$ cat config.mk
export PLATFORM = sky130hd
export DESIGN_NAME = nrtc_back_flat
export DESIGN_NICKNAME = d
export VERILOG_FILES = /design/src/sv/nrtc_pkg.sv /design/src/sv/nrtc_if.sv /design/src/sv/nrtc_back.sv /design/src/flat_wrapper.sv
export SDC_FILE = /design/constraint.sdc
export NUM_CORES = 1
export LEC_CHECK = 0
export BUFFER_PORTS_ARGS = -buffer_cell sky130_fd_sc_hd__clkbuf_2
export CORE_AREA = 5 5 79 135
export CTS_BUF_LIST = sky130_fd_sc_hd__clkbuf_4
export CTS_CLUSTER_SIZE = 8
export DETAILED_ROUTE_END_ITERATION = 10
export DIE_AREA = 0 0 84 140
export PLACE_DENSITY = 0.56
export SLEW_MARGIN = 20
export SYNTH_ARGS = -nofsm -noshare
export SYNTH_HDL_FRONTEND = slang
export SYNTH_SLANG_ARGS = --single-unit
$ cat constraint.sdc
create_clock -name clk -period 7.1 [get_ports clk]
set_clock_uncertainty 0.2 [all_clocks]
set_input_delay 1.065 -clock clk [delete_from_list [all_inputs] [get_ports clk]]
set_output_delay 1.065 -clock clk [all_outputs]
set_load 0.005 [all_outputs]
$ cat src/sv/nrtc_pkg.sv
package nrtc_pkg;

    localparam int CHAR_W     = 8;
    localparam int STATUS_W   = 2;
    localparam int HOUR_W     = 5;
    localparam int MIN_W      = 6;
    localparam int DIGIT_W    = 4;
    localparam int NUM_DIGITS = 6;
    localparam int DIGITS_W   = DIGIT_W * NUM_DIGITS;

    // Default depth of the line queue between front and back; must be 2 or more
    localparam int QUEUE_DEPTH_DEF = 2;

    localparam logic [HOUR_W-1:0] HOUR_OFFSET_RST = 5'd8;

    // Line verdict codes
    localparam logic [STATUS_W-1:0] ST_OK         = 2'd0;
    localparam logic [STATUS_W-1:0] ST_NOT_GPRMC  = 2'd1;
    localparam logic [STATUS_W-1:0] ST_NOT_ACTIVE = 2'd2;
    localparam logic [STATUS_W-1:0] ST_BAD_SUM    = 2'd3;

    localparam logic [CHAR_W-1:0] CH_COMMA = 8'h2C;
    localparam logic [CHAR_W-1:0] CH_STAR  = 8'h2A;
    localparam logic [CHAR_W-1:0] CH_A     = 8'h41;
    localparam logic [CHAR_W-1:0] CH_F     = 8'h46;
    localparam logic [CHAR_W-1:0] CH_ZERO  = 8'h30;
    localparam logic [CHAR_W-1:0] CH_NINE  = 8'h39;

    // One finished line handed from front to back
    typedef struct packed {
        logic [STATUS_W-1:0] status;
        logic [DIGITS_W-1:0] digits;
    } line_rec_t;

    // Expected header text "$GPRMC", one character per position
    function automatic logic [CHAR_W-1:0] header_char(input logic [2:0] idx);
        logic [CHAR_W-1:0] ch;
        case (idx)
            3'd0:    ch = 8'h24;
            3'd1:    ch = 8'h47;
            3'd2:    ch = 8'h50;
            3'd3:    ch = 8'h52;
            3'd4:    ch = 8'h4D;
            3'd5:    ch = 8'h43;
            default: ch = '0;
        endcase
        return ch;
    endfunction

    function automatic logic is_digit(input logic [CHAR_W-1:0] ch);
        return (ch >= CH_ZERO) && (ch <= CH_NINE);
    endfunction

    function automatic logic is_hex(input logic [CHAR_W-1:0] ch);
        return is_digit(ch) || ((ch >= CH_A) && (ch <= CH_F));
    endfunction

    // Nibble value of an uppercase hex digit; meaningless when is_hex is false
    function automatic logic [DIGIT_W-1:0] hex_val(input logic [CHAR_W-1:0] ch);
        logic [DIGIT_W-1:0] v;
        if (is_digit(ch))
        begin
            v = ch[DIGIT_W-1:0];
        end
        else
        begin
            v = DIGIT_W'(ch[DIGIT_W-1:0] + 4'd9);
        end
        return v;
    endfunction

endpackage

$ cat src/sv/nrtc_if.sv


interface nrtc_result_if import nrtc_pkg::*; ();
    logic                valid;
    logic                ready;
    logic [STATUS_W-1:0] line_status;
    logic                have_time;
    logic [HOUR_W-1:0]   hours;
    logic [MIN_W-1:0]    minutes;
    logic [MIN_W-1:0]    seconds;

    modport source (output valid, line_status, have_time, hours, minutes, seconds,
                    input ready);
    modport sink   (input valid, line_status, have_time, hours, minutes, seconds,
                    output ready);
endinterface

$ cat src/sv/nrtc_back.sv
module nrtc_back import nrtc_pkg::*;
(
    input  logic              clk,
    input  logic              rst_n,
    input  logic              cfg_wr_en,
    input  logic [HOUR_W-1:0] cfg_wr_data,
    input  logic              q_not_empty,
    input  line_rec_t         q_rec,
    output logic              q_pop,
    nrtc_result_if.source     result
);

    localparam logic [7:0]       DAY_HOURS  = 8'd24;
    localparam logic [13:0]      RECIP_24   = 14'd43;
    localparam logic [6:0]       MAX_MINSEC = 7'd59;

    logic [HOUR_W-1:0]   offset_reg;
    logic                out_valid_reg;
    logic [STATUS_W-1:0] out_status_reg;
    logic                have_reg;
    logic [HOUR_W-1:0]   held_h_reg, held_h_next;
    logic [MIN_W-1:0]    held_m_reg, held_m_next;
    logic [MIN_W-1:0]    held_s_reg, held_s_next;

    logic [DIGIT_W-1:0]  d [NUM_DIGITS];
    logic [7:0]          h_raw;
    logic [13:0]         h_prod;
    logic [2:0]          h_quot;
    logic [7:0]          h_q24;
    logic [7:0]          h_rem;
    logic [6:0]          m_raw;
    logic [6:0]          s_raw;

    assign q_pop = q_not_empty && (!out_valid_reg || result.ready);

    always_comb
    begin
        for (int k = 0; k < NUM_DIGITS; k++)
        begin
            d[k] = q_rec.digits[DIGIT_W*k +: DIGIT_W];
        end

        // hour mod 24 by reciprocal multiply, then one corrective subtract
        h_raw  = (8'(d[0]) << 3) + (8'(d[0]) << 1) + 8'(d[1]) + 8'(offset_reg);
        h_prod = 14'(h_raw) * RECIP_24;
        h_quot = h_prod[12:10];
        h_q24  = (8'(h_quot) << 4) + (8'(h_quot) << 3);
        h_rem  = h_raw - h_q24;
        if (h_rem >= DAY_HOURS)
        begin
            h_rem = h_rem - DAY_HOURS;
        end

        m_raw = (7'(d[2]) << 3) + (7'(d[2]) << 1) + 7'(d[3]);
        s_raw = (7'(d[4]) << 3) + (7'(d[4]) << 1) + 7'(d[5]);

        held_h_next = h_rem[HOUR_W-1:0];
        held_m_next = (m_raw > MAX_MINSEC) ? MIN_W'(MAX_MINSEC) : m_raw[MIN_W-1:0];
        held_s_next = (s_raw > MAX_MINSEC) ? MIN_W'(MAX_MINSEC) : s_raw[MIN_W-1:0];
    end

    assign result.valid       = out_valid_reg;
    assign result.line_status = out_status_reg;
    assign result.have_time   = have_reg;
    assign result.hours       = held_h_reg;
    assign result.minutes     = held_m_reg;
    assign result.seconds     = held_s_reg;

    always_ff @(posedge clk or negedge rst_n)
    begin
        if (!rst_n)
        begin
            offset_reg <= HOUR_OFFSET_RST;
        end
        else if (cfg_wr_en)
        begin
            offset_reg <= cfg_wr_data;
        end
    end

    // Load the output beat and, on an accepted line, the held time together
    always_ff @(posedge clk or negedge rst_n)
    begin
        if (!rst_n)
        begin
            out_valid_reg  <= 1'b0;
            out_status_reg <= ST_OK;
            have_reg       <= 1'b0;
            held_h_reg     <= '0;
            held_m_reg     <= '0;
            held_s_reg     <= '0;
        end
        else
        begin
            if (q_pop)
            begin
                out_valid_reg  <= 1'b1;
                out_status_reg <= q_rec.status;
                if (q_rec.status == ST_OK)
                begin
                    have_reg   <= 1'b1;
                    held_h_reg <= held_h_next;
                    held_m_reg <= held_m_next;
                    held_s_reg <= held_s_next;
                end
            end
            else if (result.ready)
            begin
                out_valid_reg <= 1'b0;
            end
        end
    end

`ifndef SYNTHESIS
    a_hour_range: assert property (@(posedge clk) disable iff (!rst_n)
        held_h_reg < HOUR_W'(DAY_HOURS))
        else $error("held hour out of range");
    a_minsec_range: assert property (@(posedge clk) disable iff (!rst_n)
        (held_m_reg <= MIN_W'(MAX_MINSEC)) && (held_s_reg <= MIN_W'(MAX_MINSEC)))
        else $error("held minute or second out of range");
    a_have_sticky: assert property (@(posedge clk) disable iff (!rst_n)
        !$fell(have_reg))
        else $error("have_time dropped without reset");
`endif

endmodule
$ cat src/flat_wrapper.sv
// flat-port wrapper written by rule: the top's interface ports become plain ports
module nrtc_back_flat import nrtc_pkg::*;
  (clk, rst_n, cfg_wr_en, cfg_wr_data, q_not_empty, q_rec, q_pop, result_valid, result_line_status, result_have_time, result_hours, result_minutes, result_seconds, result_ready);
  nrtc_result_if result_i ();
  input  logic clk;
  input  logic rst_n;
  input  logic cfg_wr_en;
  input  logic [HOUR_W-1:0] cfg_wr_data;
  input  logic q_not_empty;
  input  line_rec_t q_rec;
  output logic q_pop;
  output wire logic [$bits(result_i.valid)-1:0] result_valid;
  output wire logic [$bits(result_i.line_status)-1:0] result_line_status;
  output wire logic [$bits(result_i.have_time)-1:0] result_have_time;
  output wire logic [$bits(result_i.hours)-1:0] result_hours;
  output wire logic [$bits(result_i.minutes)-1:0] result_minutes;
  output wire logic [$bits(result_i.seconds)-1:0] result_seconds;
  input wire logic [$bits(result_i.ready)-1:0] result_ready;
  assign result_valid = result_i.valid;
  assign result_line_status = result_i.line_status;
  assign result_have_time = result_i.have_time;
  assign result_hours = result_i.hours;
  assign result_minutes = result_i.minutes;
  assign result_seconds = result_i.seconds;
  assign result_i.ready = result_ready;
  nrtc_back u_core (.clk(clk), .rst_n(rst_n), .cfg_wr_en(cfg_wr_en), .cfg_wr_data(cfg_wr_data), .q_not_empty(q_not_empty), .q_rec(q_rec), .q_pop(q_pop), .result(result_i));
endmodule
---- Word level (Yosys, flattened, before mapping) ----
Index checks and enable logic that the tools add are counted.
word-level totals
  bits in registers ....................... 26
  latch bits .............................. 0
  RAM bits ................................ 0
  memory bits (read-only) ................. 0
  input bits .............................. 36
  output and inout port bits .............. 22
  word-level logic and storage cells ...... 32
  memories ................................ 0
operators by class
  $add $sub $neg .......................... 10
  multipliers ............................. 1
  divide/modulo/power cells ............... 0
  $lt $le $gt $ge ......................... 3
  eq/ne operators ......................... 0
  shift-type cells ........................ 0
  mux-type cells .......................... 5
  bitwise logic cells ..................... 0
  reductions and logical operators ........ 6
operators by type and width
  cell                                                                count
  adder 7 x 4 -> 7 bit                                                2
  adder 7 x 5 -> 7 bit                                                2
  greater-than comparator 7 x 6 -> 1 bit (second input constant)      2
  multiplier 8 x 6 -> 13 bit (second input constant)                  1
  2-to-1 mux 6 bit                                                    2
  adder 7 x 5 -> 8 bit                                                1
  adder 7 x 6 -> 8 bit                                                1
  adder 8 x 4 -> 8 bit                                                1
  adder 8 x 5 -> 8 bit                                                1
  greater-or-equal comparator 8 x 5 -> 1 bit (second input constant)  1
  subtractor 8 bit                                                    1
  2-to-1 mux 5 bit                                                    1
  subtractor 5 bit (second input constant)                            1
  logical NOT 2 bit                                                   1
  2-to-1 mux 1 bit                                                    2
  AND reduction 2 bit                                                 1
  nonzero test 2 bit                                                  1
  logical AND 1 bit                                                   1
  logical NOT 1 bit                                                   1
  logical OR 1 bit                                                    1

---- Longest topological paths before layout ----
Gate-level depths: netlist (run 1).
  depth in word-level cells ............... 8
  gate-level depth with buffers ........... 26
  depth with buffers taken out ............ 26

---- Worst setup path after synthesis (run 1) ----
OpenSTA, ideal clock, no wires.
  path type ............................... input -> register
  start ................................... input q_rec[0] in the netlist's numbering
  end ..................................... register u_core.held_h_reg[3], in the netlist u_core.result.hours[3]
  library setup time ...................... 0.087 ns
  data arrival time ....................... 7.856 ns
  path slack .............................. -1.043 ns
  cell stages on the path ................. 25
  path buffers ............................ 0
  path through ............................ fa_1 fa_1 fa_1 a21o_1 a21oi_1 xnor2_1 ha_1 inv_1 fa_1 fa_1 inv_1 ha_1 a2111oi_0 o21ai_0 a221oi_1 o21ai_0 xnor2_1 fa_1 inv_1 ha_1 o211a_1 o21a_1 o211a_1 or4_1 a22oi_1
on the way
  longest elaborated chain between the ends .. 8
  elaborated cells between the ends (all ways) .. 9
  classes of those cells .................. 6 x add/sub; 1 x mul; 1 x order compare; 1 x mux
ends and longest elaborated chain
  item                                                                                   RTL line                          source
  start, declared                                                                        flat_wrapper.sv:10                input line_rec_t q_rec;
  adder 7 x 5 -> 8 bit *                                                                 nrtc_back.sv:44                   h_raw = (8'(d[0]) << 3) + (8'(d[0]) << 1) + 8'(d[1]) + 8'(offset_reg);
  adder 8 x 4 -> 8 bit *                                                                 nrtc_back.sv:44
  adder 8 x 5 -> 8 bit *                                                                 nrtc_back.sv:44
  multiplier 8 x 6 -> 13 bit                                                             nrtc_back.sv:45                   h_prod = 14'(h_raw) * RECIP_24;
  adder 7 x 6 -> 8 bit                                                                   nrtc_back.sv:47                   h_q24 = (8'(h_quot) << 4) + (8'(h_quot) << 3);
  subtractor 8 bit *                                                                     nrtc_back.sv:48                   h_rem = h_raw - h_q24;
  greater-or-equal comparator 8 x 5 -> 1 bit / subtractor 5 bit (equally long branches)  nrtc_back.sv:49, nrtc_back.sv:51
  2-to-1 mux 5 bit *                                                                     nrtc_back.sv:49                   if (h_rem >= DAY_HOURS)
  end signal, assigned                                                                   nrtc_back.sv:102                  held_h_reg <= held_h_next;
  end, declared                                                                          nrtc_back.sv:21                   logic [HOUR_W-1:0] held_h_reg, held_h_next;
Mark *: on every way between the ends. The rest lies on a longest branch, timed or not.
A chain may end at the register's enable or synchronous reset.

---- Final worst setup path (run 1) ----
  start ................................... input q_rec[2] in the netlist's numbering
  end ..................................... register u_core.held_h_reg[3], in the netlist u_core.result.hours[3]
The elaborated chain is that of the path after synthesis.

==> results of run 1 <==
-- final timing paths --
kind / endpoint / slack [ns] / cells past startpoint
max in group asynchronous: u_core.offset_reg[2] / 5.77 / 1
min reg2reg: u_core.result.seconds[4] / 0.28 / 2
min: u_core.result.seconds[4] / 0.28 / 2
min in group asynchronous: u_core.result.minutes[0] / 0.51 / 1
max reg2reg: u_core.result.hours[3] / 0.03 / 25
max: u_core.result.hours[3] / -0.43 / 25
-- cell usage after synthesis (all sizes together) (4+ instances only) --
cell type / n
ha: 59
dfrtp: 25
nor2: 5
a21o: 6
xor2: 9
mux2: 8
inv: 42
o22a: 4
o21ai: 9
xnor2: 9
nand2: 27
fa: 20
a21oi: 11
-- layout make-up --
cell class | count | area (um2)
clock buffer | 3 | 22.5
clock inverter | 1 | 30.0
fill | 985 | 5780
inverter | 42 | 158
multi-input combinational | 198 | 2080
sequential | 26 | 652
tap | 122 | 153
timing repair buffer | 90 | 533
-- critical path: stages --
cell       delay (ns)
clkbuf_2         0.11
fa_1             0.55
fa_1             0.46
fa_2             0.37
a21o_1           0.17
a21oi_2          0.17
xnor2_2          0.17
ha_1             0.27
inv_1            0.07
fa_1             0.42
fa_1             0.52
inv_2            0.05
ha_4             0.16
a2111oi_4        0.28
o21ai_2          0.12
a221o_1          0.35
a21oi_4          0.18
xor2_2           0.10
fa_1             0.59
ha_4             0.22
o211a_1          0.22
o21a_1           0.20
o211a_1          0.23
or4_1            0.40
a22oi_1          0.15
-- logic make-up after synthesis --
kind of cell | share of synthesized area, %
adders and majority gates | 41.5
and+or+nand+nor | 8.31
AOI/OAI and AO/OA | 11.3
buffers and inverters | 6.02
DFF | 23.8
xor gates and xnor gates | 5.75
muxes | 3.29
-- timing repair --
action / 4_1_cts / 5_1_grt
endpoints found under the setup margin: 2 / 2
buffers inserted: 3 / 0
resized for setup: 8 / 5
pin swaps: 22 / 4
-- per-stage QoR --
stage / util [%] / area (um2)
after floorplan: - / 2820
after global placement: 36.9 / 3470
after detailed placement: 36.9 / 3470
after CTS: 38.2 / 3590
after global routing: 38.5 / 3630
final: 38.5 / 3630
-- cell usage in the layout, fill, tap and decap left out, types with 3 or more instances in the layout --
master,instances
xnor2_1,6
xnor2_2,3
fa_1,19
nand3_1,3
dfrtp_1,25
a21o_1,6
a21oi_2,3
clkbuf_4,3
a21oi_1,7
ha_4,4
inv_1,40
o21ai_0,7
mux2_2,8
nor2_1,4
ha_1,53
clkbuf_2,57
buf_4,33
nand2_1,27
o22a_1,4
xor2_1,7
nand2b_1,3
-- per-layer routing --
metal  vias up  track usage, %  share of wire (%)
met4         0            3.31                1.4
met5         -               0                  0
met2        38            23.0                 60
met3         5            1.59                4.8
li1       1099               -                  -
met1      1044            10.4                 34
==> qor.csv, run 1 <==
metric,value,unit
crit_arrival,7.60,ns
critPathRequiredTime,7.17,ns
holdWs,0.282,ns
ys_seq_elements,26,
drtAntennaViolNets,0,
clkTransAtPathRegs,0.14,ns
cts-root-buf,clkbuf_4,
r2r-start,u_core.offset_reg[2],
clockBufferDepth,2,
clkLatencyLatePin,0.34,ns
fin_setup_tns,-0.797,ns
vias,2186,
die_w,84,um
synthesis.area,0.00274,mm2
outcome,finished with violations,
grt_setup_unrepaired,yes,
pre_cts_ws,-0.992,ns
crit_fanout,3,
slew_headroom,57.6,%
nNetsFinal,476,
antennaDiodeCount,0,
io_pins,58,
via_per_inst,4.54,
worstHoldPathType,register to register,
drc,0,
wirelength,6060,um
hpwl,5510,um
synth.distinct_cells,38,
drt_iter0_markers,45,
cp-start-kind,primary input,
finalHoldViolCount,0,
stdcell_count,482,
synth.avg_cell_area,10.2,um2
critPathLaunch,q_rec[2],
gp_congestion,0.742,
wl_per_cell,12.6,um
post-route-period-util,106,%
core,0.00941,mm2
finalCriticalPeriod,7.53,ns
yosysWarnings,0,
placedCellCount,475,
grt_max_degree,27,
max-cap-violations,0,
grt_overflow,0,
clock_sinks,26,
netlist.area_leader.share,26.9,%
cts_buffers,3,
track_usage,10.9,%
fp.dieH,140,um
syn_inst,268,
finalSetupViolCount,2,
rows,47,
synth.largest_area_cell,ha_1,
grt_pass1_vias,2429,
start_util,29.1,%
die_area,0.0118,mm2
ys.flop_type,dfrtp_1,
worstMarginPinSlew,0.636,ns
grt_antenna_before_repair,0,
synth_edf_count,0,
violations,negative setup slack,
synth-async-reset-ratio,100,%
synth_nets,383,
tritoncts,built,
dr.pass1.iters,2,
area_growth,32.3,%
postCtsHoldBufs,0,
hp-start,u_core.result.seconds[4],
finalMaxSlewViolations,0,
grt_pass1_wl,10600,um
fmax,0.133,GHz
drive_above_1_share,36.1,%
ctsHtreeMaxLevel,1,
setup_ws,-0.433,ns
numPortBuffers,57,
synth_area_leaders,"ha_1 27%, dfrtp_1 23%, fa_1 15%",
synth-seq-area-share,23.8,%
end_kind,register,
critPathKind,primary input to register,
Power of run 1 is not shown: default switching activity piles up to over one toggle a cycle in this logic, so the estimate is an artifact.
==> run 2: changes to the inputs <==
--- a/config.mk
+++ b/config.mk
@@ -12,6 +12,7 @@
 export DETAILED_ROUTE_END_ITERATION = 10
 export DIE_AREA = 0 0 84 140
 export PLACE_DENSITY = 0.56
+export SETUP_SLACK_MARGIN = 0.1
 export SLEW_MARGIN = 20
 export SYNTH_ARGS = -nofsm -noshare
 export SYNTH_HDL_FRONTEND = slang
==> constraint.sdc (replaced) <==
create_clock -name clk -period 6.25 [get_ports clk]
set_clock_uncertainty 0.2 [all_clocks]
set_input_delay 0.9375 -clock clk [delete_from_list [all_inputs] [get_ports clk]]
set_output_delay 0.9375 -clock clk [all_outputs]
set_load 0.005 [all_outputs]
==> run 2 against run 1 <==
Net effect: the run still ends with negative setup slack left; via count rose by 2.1%; sequential share of layout area fell by 0.41 points; register-to-register slack got worse by 0.77 ns; highest routed layer unchanged.
==> qor.csv, run 2 (synthesis gave the netlist of run 1 again) <==
metric,value,unit,change
cp-start-kind,primary input,,
finalMaxSlewViolations,0,,unchanged
clkLatencyLatePin,0.33,ns,about the same
grt_use_met3,1.23,%,-0.35 points
grt_pass1_vias,2527,,+4.0%
io_pins,58,,unchanged
area_growth,35.3,%,
via_per_inst,4.58,,+1.0%
post-route-period-util,118,%,
slew_headroom,56.9,%,-0.69 points
nNetsFinal,481,,+1.1%
drtAntennaViolNets,0,,unchanged
timing.rr.end,u_core.result.hours[3],,
grt_use_met2,24.0,%,+0.92 points
fillers,997,,+1.2%
worst_r2r_path_depth,25,,unchanged
die_area,0.0118,mm2,unchanged
worstMarginPinSlew,0.647,ns,+0.0103 ns
tritoncts,built,,
rows,47,,unchanged
outcome,finished with violations,,
finalSetupViolCount,2,,unchanged
critPathLaunch,q_rec[2],,
numPortBuffers,57,,unchanged
r2r-start,u_core.offset_reg[2],,
critPathKind,primary input to register,,
final_common_cell,clkbuf_2,,
hpwl,5600,um,+1.6%
layout_common_cells,"56 x clkbuf_2, 51 x ha_1, 39 x inv_1, 38 x buf_4, 27 x nand2_1",,
fmax,0.136,GHz,
grt_setup_unrepaired,yes,,
stdcell_count,487,,+1.0%
wl_per_cell,12.9,um,+2.9%
clkTransAtPathRegs,0.13,ns,about the same
gp_congestion,0.738,,-0.59%
cts-root-buf,clkbuf_4,,
die_w,84,um,unchanged
start_util,29.1,%,unchanged
core,0.00941,mm2,unchanged
crit_arrival,7.44,ns,-0.16 ns
placedCellCount,478,,+0.63%
clockBufferDepth,2,,unchanged
antennaDiodeCount,0,,unchanged
end_kind,register,,
drt_iter0_markers,13,,-71%
endpoint,u_core.result.hours[3],,
pre_cts_ws,-1.70,ns,-0.706 ns
ctsHtreeMaxLevel,1,,unchanged
fin_setup_tns,-2.11,ns,-1.31 ns
grt_util_met1,10.8,%,+0.41 points
critPathRequiredTime,6.32,ns,-0.85 ns
finalHoldViolCount,0,,unchanged
dr.pass1.iters,2,,unchanged
grt_pass1_wl,11000,um,+3.8%
fp.dieH,140,um,unchanged
max-cap-violations,0,,unchanged
grt_max_degree,27,,unchanged
clock_sinks,26,,unchanged
grt_overflow,0,,unchanged
grt_antenna_before_repair,0,,unchanged
violations,negative setup slack,,
wirelength,6300,um,+4.0%
drive_above_1_share,38.6,%,+2.5 points
track_usage,11.2,%,+0.31 points
drc,0,,unchanged
busiest_layer,met2,,
crit_fanout,3,,unchanged
worstHoldPathType,register to register,,
vias,2231,,+2.1%
finalCriticalPeriod,7.37,ns,
cts_buffers,3,,unchanged
setup_ws,-1.12,ns,-0.691 ns
r2r_slack,-0.74,ns,-0.77 ns
run 2: how the worst min path moves through the flow:
stage | slack, ns | from | end | depth (start not counted)
finish | 0.28 | u_core.result.seconds[4] | u_core.result.seconds[4] | 2
CTS | 0.29 | u_core.result.seconds[4] | u_core.result.seconds[4] | 2
detailed placement | 0.26 | u_core.result.seconds[4] | u_core.result.seconds[4] | 2
global placement | 0.25 | u_core.result.have_time | u_core.result.have_time | 1
floorplan | 0.26 | u_core.result.have_time | u_core.result.have_time | 1
global route | 0.30 | u_core.result.seconds[4] | u_core.result.seconds[4] | 2
run 2: through the flow:
step           hold slack, ns  instance area [um2]  utilization, %
3_3_place_gp            0.251                 3490            37.1
5_1_grt                 0.303                 3710            39.4
4_1_cts                 0.288                 3620            38.5
6_report                0.281                 3710            39.4
2_1_floorplan           0.259                 2820               -
3_5_place_dp            0.256                 3490            37.1
run 2: metal layers:
layer	vias up	part of all wire (%)
met1	1079	34
met3	5	3.4
li1	1109	-
met5	-	0
met4	0	1.3
met2	38	61
run 2: area by class of cell:
| class | instances | area (um2) | area share, % |
|---|---|---|---|
| inverter | 42 | 158 | 4.25 |
| timing repair buffer | 95 | 579 | 15.6 |
| clock inverter | 1 | 3.75 | 0.101 |
| multi-input combinational | 198 | 2140 | 57.7 |
| sequential | 26 | 652 | 17.6 |
| clock buffer | 3 | 22.5 | 0.607 |
| tap | 122 | 153 | 4.11 |
run 2: timing repair:
action,CTS,global route
gates resized for setup,14,10
buffers inserted,3,2
endpoints found under the setup margin,2,2
pin swaps,25,14
hold buffers,0,0
run 2: critical path: stages:
cell       delay (ns)
clkbuf_8         0.11
fa_1             0.55
fa_1             0.46
ha_1             0.31
a21oi_2          0.17
buf_4            0.13
nand3b_1         0.14
nand2_1          0.10
ha_1             0.31
fa_1             0.51
inv_1            0.05
fa_1             0.48
inv_1            0.06
ha_4             0.17
a2111oi_4        0.20
o21ai_2          0.12
a221o_1          0.36
a21oi_4          0.18
xor2_2           0.09
fa_1             0.58
ha_4             0.21
o211a_1          0.22
o21a_1           0.19
o211a_1          0.25
or4_1            0.41
a22oi_1          0.14
Power of run 2 is left out for the same reason.
